[config.mk]
export PLATFORM = sky130hd
export DESIGN_NAME = md5_message_digest
export DESIGN_NICKNAME = d
export VERILOG_FILES = /design/src/hw/rtl/md5_pkg.sv /design/src/hw/rtl/md5_block_buf.sv /design/src/hw/rtl/md5_round.sv /design/src/hw/rtl/md5_message_digest.sv
export SDC_FILE = /design/constraint.sdc
export NUM_CORES = 2
export LEC_CHECK = 0
export BUFFER_PORTS_ARGS = -buffer_cell sky130_fd_sc_hd__buf_4
export CORE_MARGIN = 2
export CORE_UTILIZATION = 50
export DETAILED_ROUTE_END_ITERATION = 7
export PLACE_DENSITY = 0.67
export SYNTH_ARGS = -nofsm -noshare
export SYNTH_HDL_FRONTEND = slang
export SYNTH_SLANG_ARGS = --single-unit
[constraint.sdc]
create_clock -name clk -period 11.7 [get_ports clk]
set_input_delay 1.755 -clock clk [delete_from_list [all_inputs] [get_ports clk]]
set_output_delay 1.755 -clock clk [all_outputs]
set_load 0.02 [all_outputs]
[src/hw/rtl/md5_pkg.sv]
// Shared types, constants and round helper functions for the MD5 engine.
`default_nettype none
package md5_pkg;

  localparam logic [31:0] INIT_A = 32'h67452301;
  localparam logic [31:0] INIT_B = 32'hefcdab89;
  localparam logic [31:0] INIT_C = 32'h98badcfe;
  localparam logic [31:0] INIT_D = 32'h10325476;
  localparam logic [7:0]  PAD_BYTE = 8'h80;
  localparam logic [5:0]  LAST_POS = 6'h3f;
  localparam logic [5:0]  LEN_POS = 6'd56;
  localparam logic [5:0]  LAST_ROUND = 6'd63;

  localparam logic [0:0]  OP_APPEND = 1'b0;
  localparam logic [0:0]  OP_FINISH = 1'b1;

  localparam logic [1:0]  ADDR_SAMPLE_MODE = 2'd0;

  // What the compression reads in place of the stored block
  typedef enum logic [1:0] {
    BLK_DATA,
    BLK_PAD,
    BLK_PAD_LEN,
    BLK_LEN
  } blk_kind_t;

  typedef struct packed {
    logic        en;
    logic [3:0]  addr;
    logic [3:0]  be;
    logic [31:0] data;
  } buf_wr_t;

  localparam logic [31:0] ROUND_K [64] = '{
    32'hd76aa478, 32'he8c7b756, 32'h242070db, 32'hc1bdceee,
    32'hf57c0faf, 32'h4787c62a, 32'ha8304613, 32'hfd469501,
    32'h698098d8, 32'h8b44f7af, 32'hffff5bb1, 32'h895cd7be,
    32'h6b901122, 32'hfd987193, 32'ha679438e, 32'h49b40821,
    32'hf61e2562, 32'hc040b340, 32'h265e5a51, 32'he9b6c7aa,
    32'hd62f105d, 32'h02441453, 32'hd8a1e681, 32'he7d3fbc8,
    32'h21e1cde6, 32'hc33707d6, 32'hf4d50d87, 32'h455a14ed,
    32'ha9e3e905, 32'hfcefa3f8, 32'h676f02d9, 32'h8d2a4c8a,
    32'hfffa3942, 32'h8771f681, 32'h6d9d6122, 32'hfde5380c,
    32'ha4beea44, 32'h4bdecfa9, 32'hf6bb4b60, 32'hbebfbc70,
    32'h289b7ec6, 32'heaa127fa, 32'hd4ef3085, 32'h04881d05,
    32'hd9d4d039, 32'he6db99e5, 32'h1fa27cf8, 32'hc4ac5665,
    32'hf4292244, 32'h432aff97, 32'hab9423a7, 32'hfc93a039,
    32'h655b59c3, 32'h8f0ccc92, 32'hffeff47d, 32'h85845dd1,
    32'h6fa87e4f, 32'hfe2ce6e0, 32'ha3014314, 32'h4e0811a1,
    32'hf7537e82, 32'hbd3af235, 32'h2ad7d2bb, 32'heb86d391
  };

  localparam logic [4:0] ROT_AMT [16] = '{
    5'd7, 5'd12, 5'd17, 5'd22, 5'd5, 5'd9, 5'd14, 5'd20,
    5'd4, 5'd11, 5'd16, 5'd23, 5'd6, 5'd10, 5'd15, 5'd21
  };

  // Message word index used by a round
  function automatic logic [3:0] md5_msg_idx(input logic [5:0] rnd);
    logic [3:0] g;
    begin
      case (rnd[5:4])
        2'd0: g = rnd[3:0];
        2'd1: g = 4'(5 * rnd[3:0] + 1);
        2'd2: g = 4'(3 * rnd[3:0] + 5);
        default: g = 4'(7 * rnd[3:0]);
      endcase
      return g;
    end
  endfunction

  // Block word as seen by the compression: stored bytes below the fill
  // position, then pad byte, zeros and the length field as the kind asks
  function automatic logic [31:0] md5_word(input logic [31:0] mem,
                                           input logic [3:0] g,
                                           input logic [5:0] pos,
                                           input blk_kind_t kind,
                                           input logic [63:0] cnt);
    logic [31:0] w;
    logic [5:0]  idx;
    begin
      w = mem;
      for (int k = 0; k < 4; k++) begin
        idx = {g, 2'(k)};
        if (kind == BLK_LEN) begin
          w[8*k +: 8] = 8'h00;
        end else if (kind != BLK_DATA) begin
          if (idx == pos) begin
            w[8*k +: 8] = PAD_BYTE;
          end else if (idx > pos) begin
            w[8*k +: 8] = 8'h00;
          end
        end
      end
      if (kind == BLK_PAD_LEN || kind == BLK_LEN) begin
        if (g == 4'd14) begin
          w = cnt[31:0];
        end else if (g == 4'd15) begin
          w = cnt[63:32];
        end
      end
      return w;
    end
  endfunction

endpackage
`default_nettype wire

[src/hw/rtl/md5_block_buf.sv]
// Block buffer: 16 x 32-bit words, byte-write, registered read.
`default_nettype none
module md5_block_buf
  import md5_pkg::*;
(
  input  wire logic        clk,
  input  wire buf_wr_t     wr,
  input  wire logic [3:0]  raddr,
  output logic      [31:0] rdata
);

  logic [31:0] mem [16];

  always_ff @(posedge clk) begin
    if (wr.en) begin
      for (int k = 0; k < 4; k++) begin
        if (wr.be[k]) begin
          mem[wr.addr][8*k +: 8] <= wr.data[8*k +: 8];
        end
      end
    end
    rdata <= mem[raddr];
  end

endmodule
`default_nettype wire

[src/hw/rtl/md5_round.sv]
// One MD5 round step: boolean function, constant add, rotate, add.
`default_nettype none
module md5_round
  import md5_pkg::*;
(
  input  wire logic [5:0]  rnd,
  input  wire logic [31:0] a,
  input  wire logic [31:0] b,
  input  wire logic [31:0] c,
  input  wire logic [31:0] d,
  input  wire logic [31:0] word,
  output logic      [31:0] b_new
);

  logic [31:0] f;
  logic [31:0] sum;
  logic [4:0]  s;
  logic [63:0] rot_wide;

  always_comb begin
    case (rnd[5:4])
      2'd0: f = d ^ (b & (c ^ d));
      2'd1: f = c ^ (d & (b ^ c));
      2'd2: f = b ^ c ^ d;
      default: f = c ^ (b | ~d);
    endcase
    s = ROT_AMT[{rnd[5:4], rnd[1:0]}];
    sum = a + f + ROUND_K[rnd] + word;
    rot_wide = {sum, sum} << s;
    b_new = b + rot_wide[63:32];
  end

endmodule
`default_nettype wire

[src/hw/rtl/md5_message_digest.sv]
// MD5 digest engine top level: sequencer, chaining state, config and output.
//
// channel | dir | beat contents              | handshake
// in      | in  | op, sample                 | in_valid / in_ready
// out     | out | digest_low, digest_high    | out_valid / out_ready
// cfg     | in  | sample_mode at 0x0         | APB psel/penable/pwrite
//
// Append: accept step, then one byte-write step per byte (one or two bytes
// per item); a byte that fills the block adds operand fetch, 64 rounds through
// one round unit and fold.
// Finish: operand fetch, rounds and fold (two blocks when the fill position is 56
// or more), then the output load; in_ready is high only when the sequencer is idle.
// An unread digest stalls only the next finish; appends keep flowing.
// rst is synchronous and clears the sequencer, chain, count and mode.
`default_nettype none
module md5_message_digest
  import md5_pkg::*;
(
  input  wire logic        clk,
  input  wire logic        rst,
  input  wire logic        in_valid,
  output logic             in_ready,
  input  wire logic        op,
  input  wire logic [15:0] sample,
  output logic             out_valid,
  input  wire logic        out_ready,
  output logic      [63:0] digest_low,
  output logic      [63:0] digest_high,
  input  wire logic        psel,
  input  wire logic        penable,
  input  wire logic        pwrite,
  input  wire logic [1:0]  paddr,
  input  wire logic [31:0] pwdata,
  output logic      [31:0] prdata,
  output logic             pready
);

  typedef enum logic [2:0] {
    S_IDLE,
    S_BYTE,
    S_PRE,
    S_ROUND,
    S_FOLD,
    S_OUT
  } state_t;

  state_t      state;
  blk_kind_t   kind;
  logic        sample_mode;
  logic        two_bytes;
  logic        byte_sel;
  logic [15:0] sample_q;
  logic [63:0] bit_count;
  logic [5:0]  rnd;
  logic [3:0]  g_q;
  logic [31:0] h0, h1, h2, h3;
  logic [31:0] a, b, c, d;

  logic [5:0]  pos;
  logic [7:0]  cur_byte;
  buf_wr_t     wr;
  logic [3:0]  raddr;
  logic [31:0] rdata;
  logic [31:0] word;
  logic [31:0] b_new;
  logic        cfg_wr;

  assign pos      = bit_count[8:3];
  assign cur_byte = byte_sel ? sample_q[15:8] : sample_q[7:0];
  assign in_ready = (state == S_IDLE);
  assign pready   = 1'b1;
  assign cfg_wr   = psel && penable && pwrite && (paddr == ADDR_SAMPLE_MODE);
  assign prdata   = (paddr == ADDR_SAMPLE_MODE) ? {31'd0, sample_mode} : 32'd0;

  always_comb begin
    wr.en   = (state == S_BYTE);
    wr.addr = pos[5:2];
    wr.be   = 4'(1) << pos[1:0];
    wr.data = {4{cur_byte}};
    raddr   = (state == S_ROUND) ? md5_msg_idx(6'(rnd + 6'd1)) : md5_msg_idx(6'd0);
    word    = md5_word(rdata, g_q, pos, kind, bit_count);
  end

  md5_block_buf u_buf (
    .clk   (clk),
    .wr    (wr),
    .raddr (raddr),
    .rdata (rdata)
  );

  md5_round u_round (
    .rnd   (rnd),
    .a     (a),
    .b     (b),
    .c     (c),
    .d     (d),
    .word  (word),
    .b_new (b_new)
  );

  always_ff @(posedge clk) begin
    g_q <= raddr;
    if (rst) begin
      state       <= S_IDLE;
      kind        <= BLK_DATA;
      sample_mode <= 1'b0;
      two_bytes   <= 1'b0;
      byte_sel    <= 1'b0;
      bit_count   <= 64'd0;
      rnd         <= 6'd0;
      h0          <= INIT_A;
      h1          <= INIT_B;
      h2          <= INIT_C;
      h3          <= INIT_D;
      out_valid   <= 1'b0;
    end else begin
      if (cfg_wr) begin
        sample_mode <= pwdata[0];
      end
      if (out_valid && out_ready && state != S_OUT) begin
        out_valid <= 1'b0;
      end
      case (state)
        S_IDLE: begin
          if (in_valid) begin
            sample_q  <= sample;
            two_bytes <= sample_mode;
            byte_sel  <= 1'b0;
            if (op == OP_FINISH) begin
              kind  <= (pos >= LEN_POS) ? BLK_PAD : BLK_PAD_LEN;
              state <= S_PRE;
            end else begin
              state <= S_BYTE;
            end
          end
        end
        S_BYTE: begin
          bit_count <= bit_count + 64'd8;
          if (pos == LAST_POS) begin
            kind  <= BLK_DATA;
            state <= S_PRE;
          end else if (!byte_sel && two_bytes) begin
            byte_sel <= 1'b1;
          end else begin
            state <= S_IDLE;
          end
        end
        S_PRE: begin
          a     <= h0;
          b     <= h1;
          c     <= h2;
          d     <= h3;
          rnd   <= 6'd0;
          state <= S_ROUND;
        end
        S_ROUND: begin
          a   <= d;
          b   <= b_new;
          c   <= b;
          d   <= c;
          rnd <= 6'(rnd + 6'd1);
          if (rnd == LAST_ROUND) begin
            state <= S_FOLD;
          end
        end
        S_FOLD: begin
          h0 <= h0 + a;
          h1 <= h1 + b;
          h2 <= h2 + c;
          h3 <= h3 + d;
          case (kind)
            BLK_DATA: begin
              if (!byte_sel && two_bytes) begin
                byte_sel <= 1'b1;
                state    <= S_BYTE;
              end else begin
                state <= S_IDLE;
              end
            end
            BLK_PAD: begin
              kind  <= BLK_LEN;
              state <= S_PRE;
            end
            default: state <= S_OUT;
          endcase
        end
        S_OUT: begin
          if (!out_valid || out_ready) begin
            digest_low  <= {h1, h0};
            digest_high <= {h3, h2};
            out_valid   <= 1'b1;
            h0          <= INIT_A;
            h1          <= INIT_B;
            h2          <= INIT_C;
            h3          <= INIT_D;
            bit_count   <= 64'd0;
            state       <= S_IDLE;
          end
        end
        default: state <= S_IDLE;
      endcase
    end
  end

  a_fold_after_last_round: assert property (@(posedge clk) disable iff (rst)
    (state == S_FOLD) |-> ($past(state) == S_ROUND && $past(rnd) == LAST_ROUND))
    else $error("fold entered without completing 64 rounds");

  a_count_byte_aligned: assert property (@(posedge clk) disable iff (rst)
    bit_count[2:0] == 3'd0)
    else $error("bit count not byte aligned");

  a_finish_starts_compress: assert property (@(posedge clk) disable iff (rst)
    (in_valid && in_ready && op == OP_FINISH) |=> (state == S_PRE))
    else $error("finish did not start a compression");

  a_digest_from_out_state: assert property (@(posedge clk) disable iff (rst)
    $rose(out_valid) |-> ($past(state) == S_OUT))
    else $error("digest raised outside output load");

endmodule
`default_nettype wire
==> results.json <==
{
  "status": "finished clean",
  "multi_input_area_um2": 27430,
  "grt_pass1_wl_um": 273400,
  "maxSlewHeadroom_pct": 15.90,
  "finalCritPeriodShare_pct": 92.49,
  "synth_warnings": 0,
  "holdBufCountCts": 0,
  "grt_pass1_vias": 43520,
  "cp-end-kind": "flop",
  "vias": 47460,
  "dpl.hpwl_um": 129500,
  "rows": 124,
  "fin_worst_skew_ns": 0.05044,
  "synth_common_cells": "nand2_1 (1266), edfxtp_1 (784), nor2_1 (449)",
  "insertion_delay_ns": 0.73,
  "hold_path_class": "reg -> reg",
  "synth_ff_type": "edfxtp_1",
  "layout-drive-gt1-share_pct": 9.311,
  "cts_htree_levels": 3,
  "clockRootBuffer": "clkbuf_16",
  "cts_sinks": 1024,
  "grt_max_degree": 151,
  "drt_wl_total_um": 185100,
  "power_leakage_nw": 23.89,
  "tightestPinTransition_ns": 1.252,
  "gr-total-overflow": 0,
  "die_w_um": 343.6,
  "diodes": 0,
  "maxCapViolations": 0,
  "io-pin-count": 221,
  "max_freq_mhz": 92.41,
  "synth.cell_area_um2": 57670,
  "yosys.cell_count.top_type": "nand2_1",
  "core_area_um2": 114300,
  "numPortBuffers": 157,
  "drtPass1Iterations": 6,
  "regArea_um2": 28360,
  "synth_top_area_cell": "edfxtp_1",
  "final_nets": 6482,
  "rsz0062_at_grt": "false",
  "synth.distinct_cells": 105,
  "drt-met1-wl_um": 77340,
  "hold_violations": 0,
  "layout.cells.non_filler": 7741,
  "gp_congestion": 1.027,
  "routedWlPerCell_um": 23.91,
  "yosysSeqAreaShare_pct": 49.16,
  "viasPerCell": 6.130,
  "holdPathStages": 2,
  "synth_seq_cells": 1024,
  "min_period_ns": 10.82,
  "arrival_ns": 11.32,
  "setup_viol": 0,
  "crit_type": "reg -> reg",
  "syn_inst": 6074,
  "first_iter_violations": 5199,
  "clk_pin_slew_ns": 0.07,
  "clock_path_buffers": 3,
  "cts_resized": 0,
  "r2r_cells": 40,
  "dp.cells": 7537,
  "dieArea_um2": 118100,
  "syn_avg_cell_area_um2": 9.494,
  "cts_buffers": 108,
  "synth_edf_count": 784,
  "start_util_pct": 50.43,
  "cts_tree": "yes",
  "slowest_delay_ns": 0.54,
  "slowest_stage": "or4_4",
  "fin_setup_tns_ns": 0,
  "ys_top_cells_by_area": "edfxtp_1 (41%), dfxtp_1 (8.3%), nand2_1 (8.2%), ha_1 (4.8%), nand3_1 (3.2%)",
  "die_h_um": 343.6,
  "drv_slew": 0,
  "topRoutingLayerUsed": "met5",
  "power_density_nw_per_um2": 172.0,
  "filler_cell_count": 9897,
  "areaGrowthSynthToFinish_pct": 11.20,
  "worstPathMaxFanout": 7,
  "antenna_found_initial": 4,
  "yosysTopAreaCellShare_pct": 40.83,
  "wl_met2_um": 85830,
  "track_usage_pct": 30.56,
  "final_antenna_net_count": 0,
  "ir_drop_mv": 0.1336,
  "synthArstFlopShare_pct": 0,
  "post-cts-setup-buffers": 0,
  "setup.worst_path.start_class": "flop",
  "required_ns": 12.20,
  "dr_wl_met3_um": 13650,
  "drc": 0
}
-- power by group --
part / internal [mW] / switching [mW] / total [mW]
sequential: 3.96 / 0.0606 / 4.02
combinational: 1.38 / 2.15 / 3.53
clock: 1.99 / 1.49 / 3.48
-- metal layers --
metal	GRT usage, %	vias up
li1	-	22040
met1	41.96	23040
met2	48.41	2005
met3	4.139	363
met4	13.60	2
met5	0	-
-- critical path: cells and delay by family (launching register included) --
kind,cells,cell delay (ns)
AOI/OAI and AO/OA,21,4.60
xor gates and xnor gates,1,0.23
adders and majority gates,6,2.54
buffers and inverters,5,0.65
DFF,1,0.31
muxes,3,0.85
and+or+nand+nor,4,1.40
-- final cells by class --
cell class / instances / share of cell area [%]
inverter: 144 / 0.8527
clock buffer: 154 / 4.673
timing repair buffer: 300 / 3.571
multi-input combinational: 4557 / 42.78
tap: 1512 / 2.950
sequential: 1024 / 44.23
clock inverter: 50 / 0.9405
-- per-stage QoR --
step / cell area [µm²] / setup WS [ns] / hold slack, ns / power [mW] / utilization (%)
global route: 64120 / 0.4607 / 0.5179 / 11.51 / 56.08
floorplan: 57780 / 1.925 / 0.4494 / 6.523 / -
detailed placement: 60520 / 1.183 / 0.4840 / 7.534 / 52.93
finish: 64120 / 0.8791 / 0.4907 / 11.03 / 56.08
CTS: 64120 / 1.104 / 0.4929 / 11.00 / 56.08
global placement: 60520 / 1.328 / 0.4701 / 7.496 / 52.93
-- flip-flops by register name, summed over array words and instances (netlist names), 2 cells and up --
register and count:
u_buf.rdata 32, h1 32, c 32, d 32
h0 32, kind 2, u_buf.mem 512, digest_low 64
b 32, state 3, bit_count 61, rnd 6
h2 32, digest_high 64, a 32, sample_q 16
h3 32, g_q 4
-- cells in the final DEF, fill, tap and decap left out, drive strengths merged, types with 20 or more instances in the layout --
cell type and instances:
clkinv 32, inv 148, nand2b 26, a21o 84, xor2 88, o21bai 31, and3 70, o21ai 341
fa 67, nor2 450, nand3 371, buf 300, a31oi 98, o211ai 28, nand2 1266, conb 32
nor3 165, xnor2 141, o22ai 53, a311oi 74, nor2b 20, dfxtp 240, or3 41, edfxtp 784
a22oi 34, a21oi 369, o21a 34, clkbuf 154, mux2 32, nand4 23, ha 222, mux2i 95
a211oi 42
-- cell families after synthesis --
group | synth area share [%]
adders and majority gates | 7.160
muxes | 2.710
AOI/OAI and AO/OA | 14.97
DFF | 49.16
buffers and inverters | 3.686
other | 0.01302
xor gates and xnor gates | 3.530
and+or+nand+nor | 18.77
-- worst paths after layout --
path | end | slack (ns) | startpoint
max | b[31]$_DFFE_PP_ | 0.88 | rnd[1]$_SDFFE_PP0N_
min | bit_count[62]$_SDFFE_PP0P_ | 0.49 | bit_count[62]$_SDFFE_PP0P_
max reg2reg | b[31]$_DFFE_PP_ | 0.88 | rnd[1]$_SDFFE_PP0N_
min reg2reg | bit_count[62]$_SDFFE_PP0P_ | 0.49 | bit_count[62]$_SDFFE_PP0P_
No activity file was read; power rests on OpenSTA's default activity.
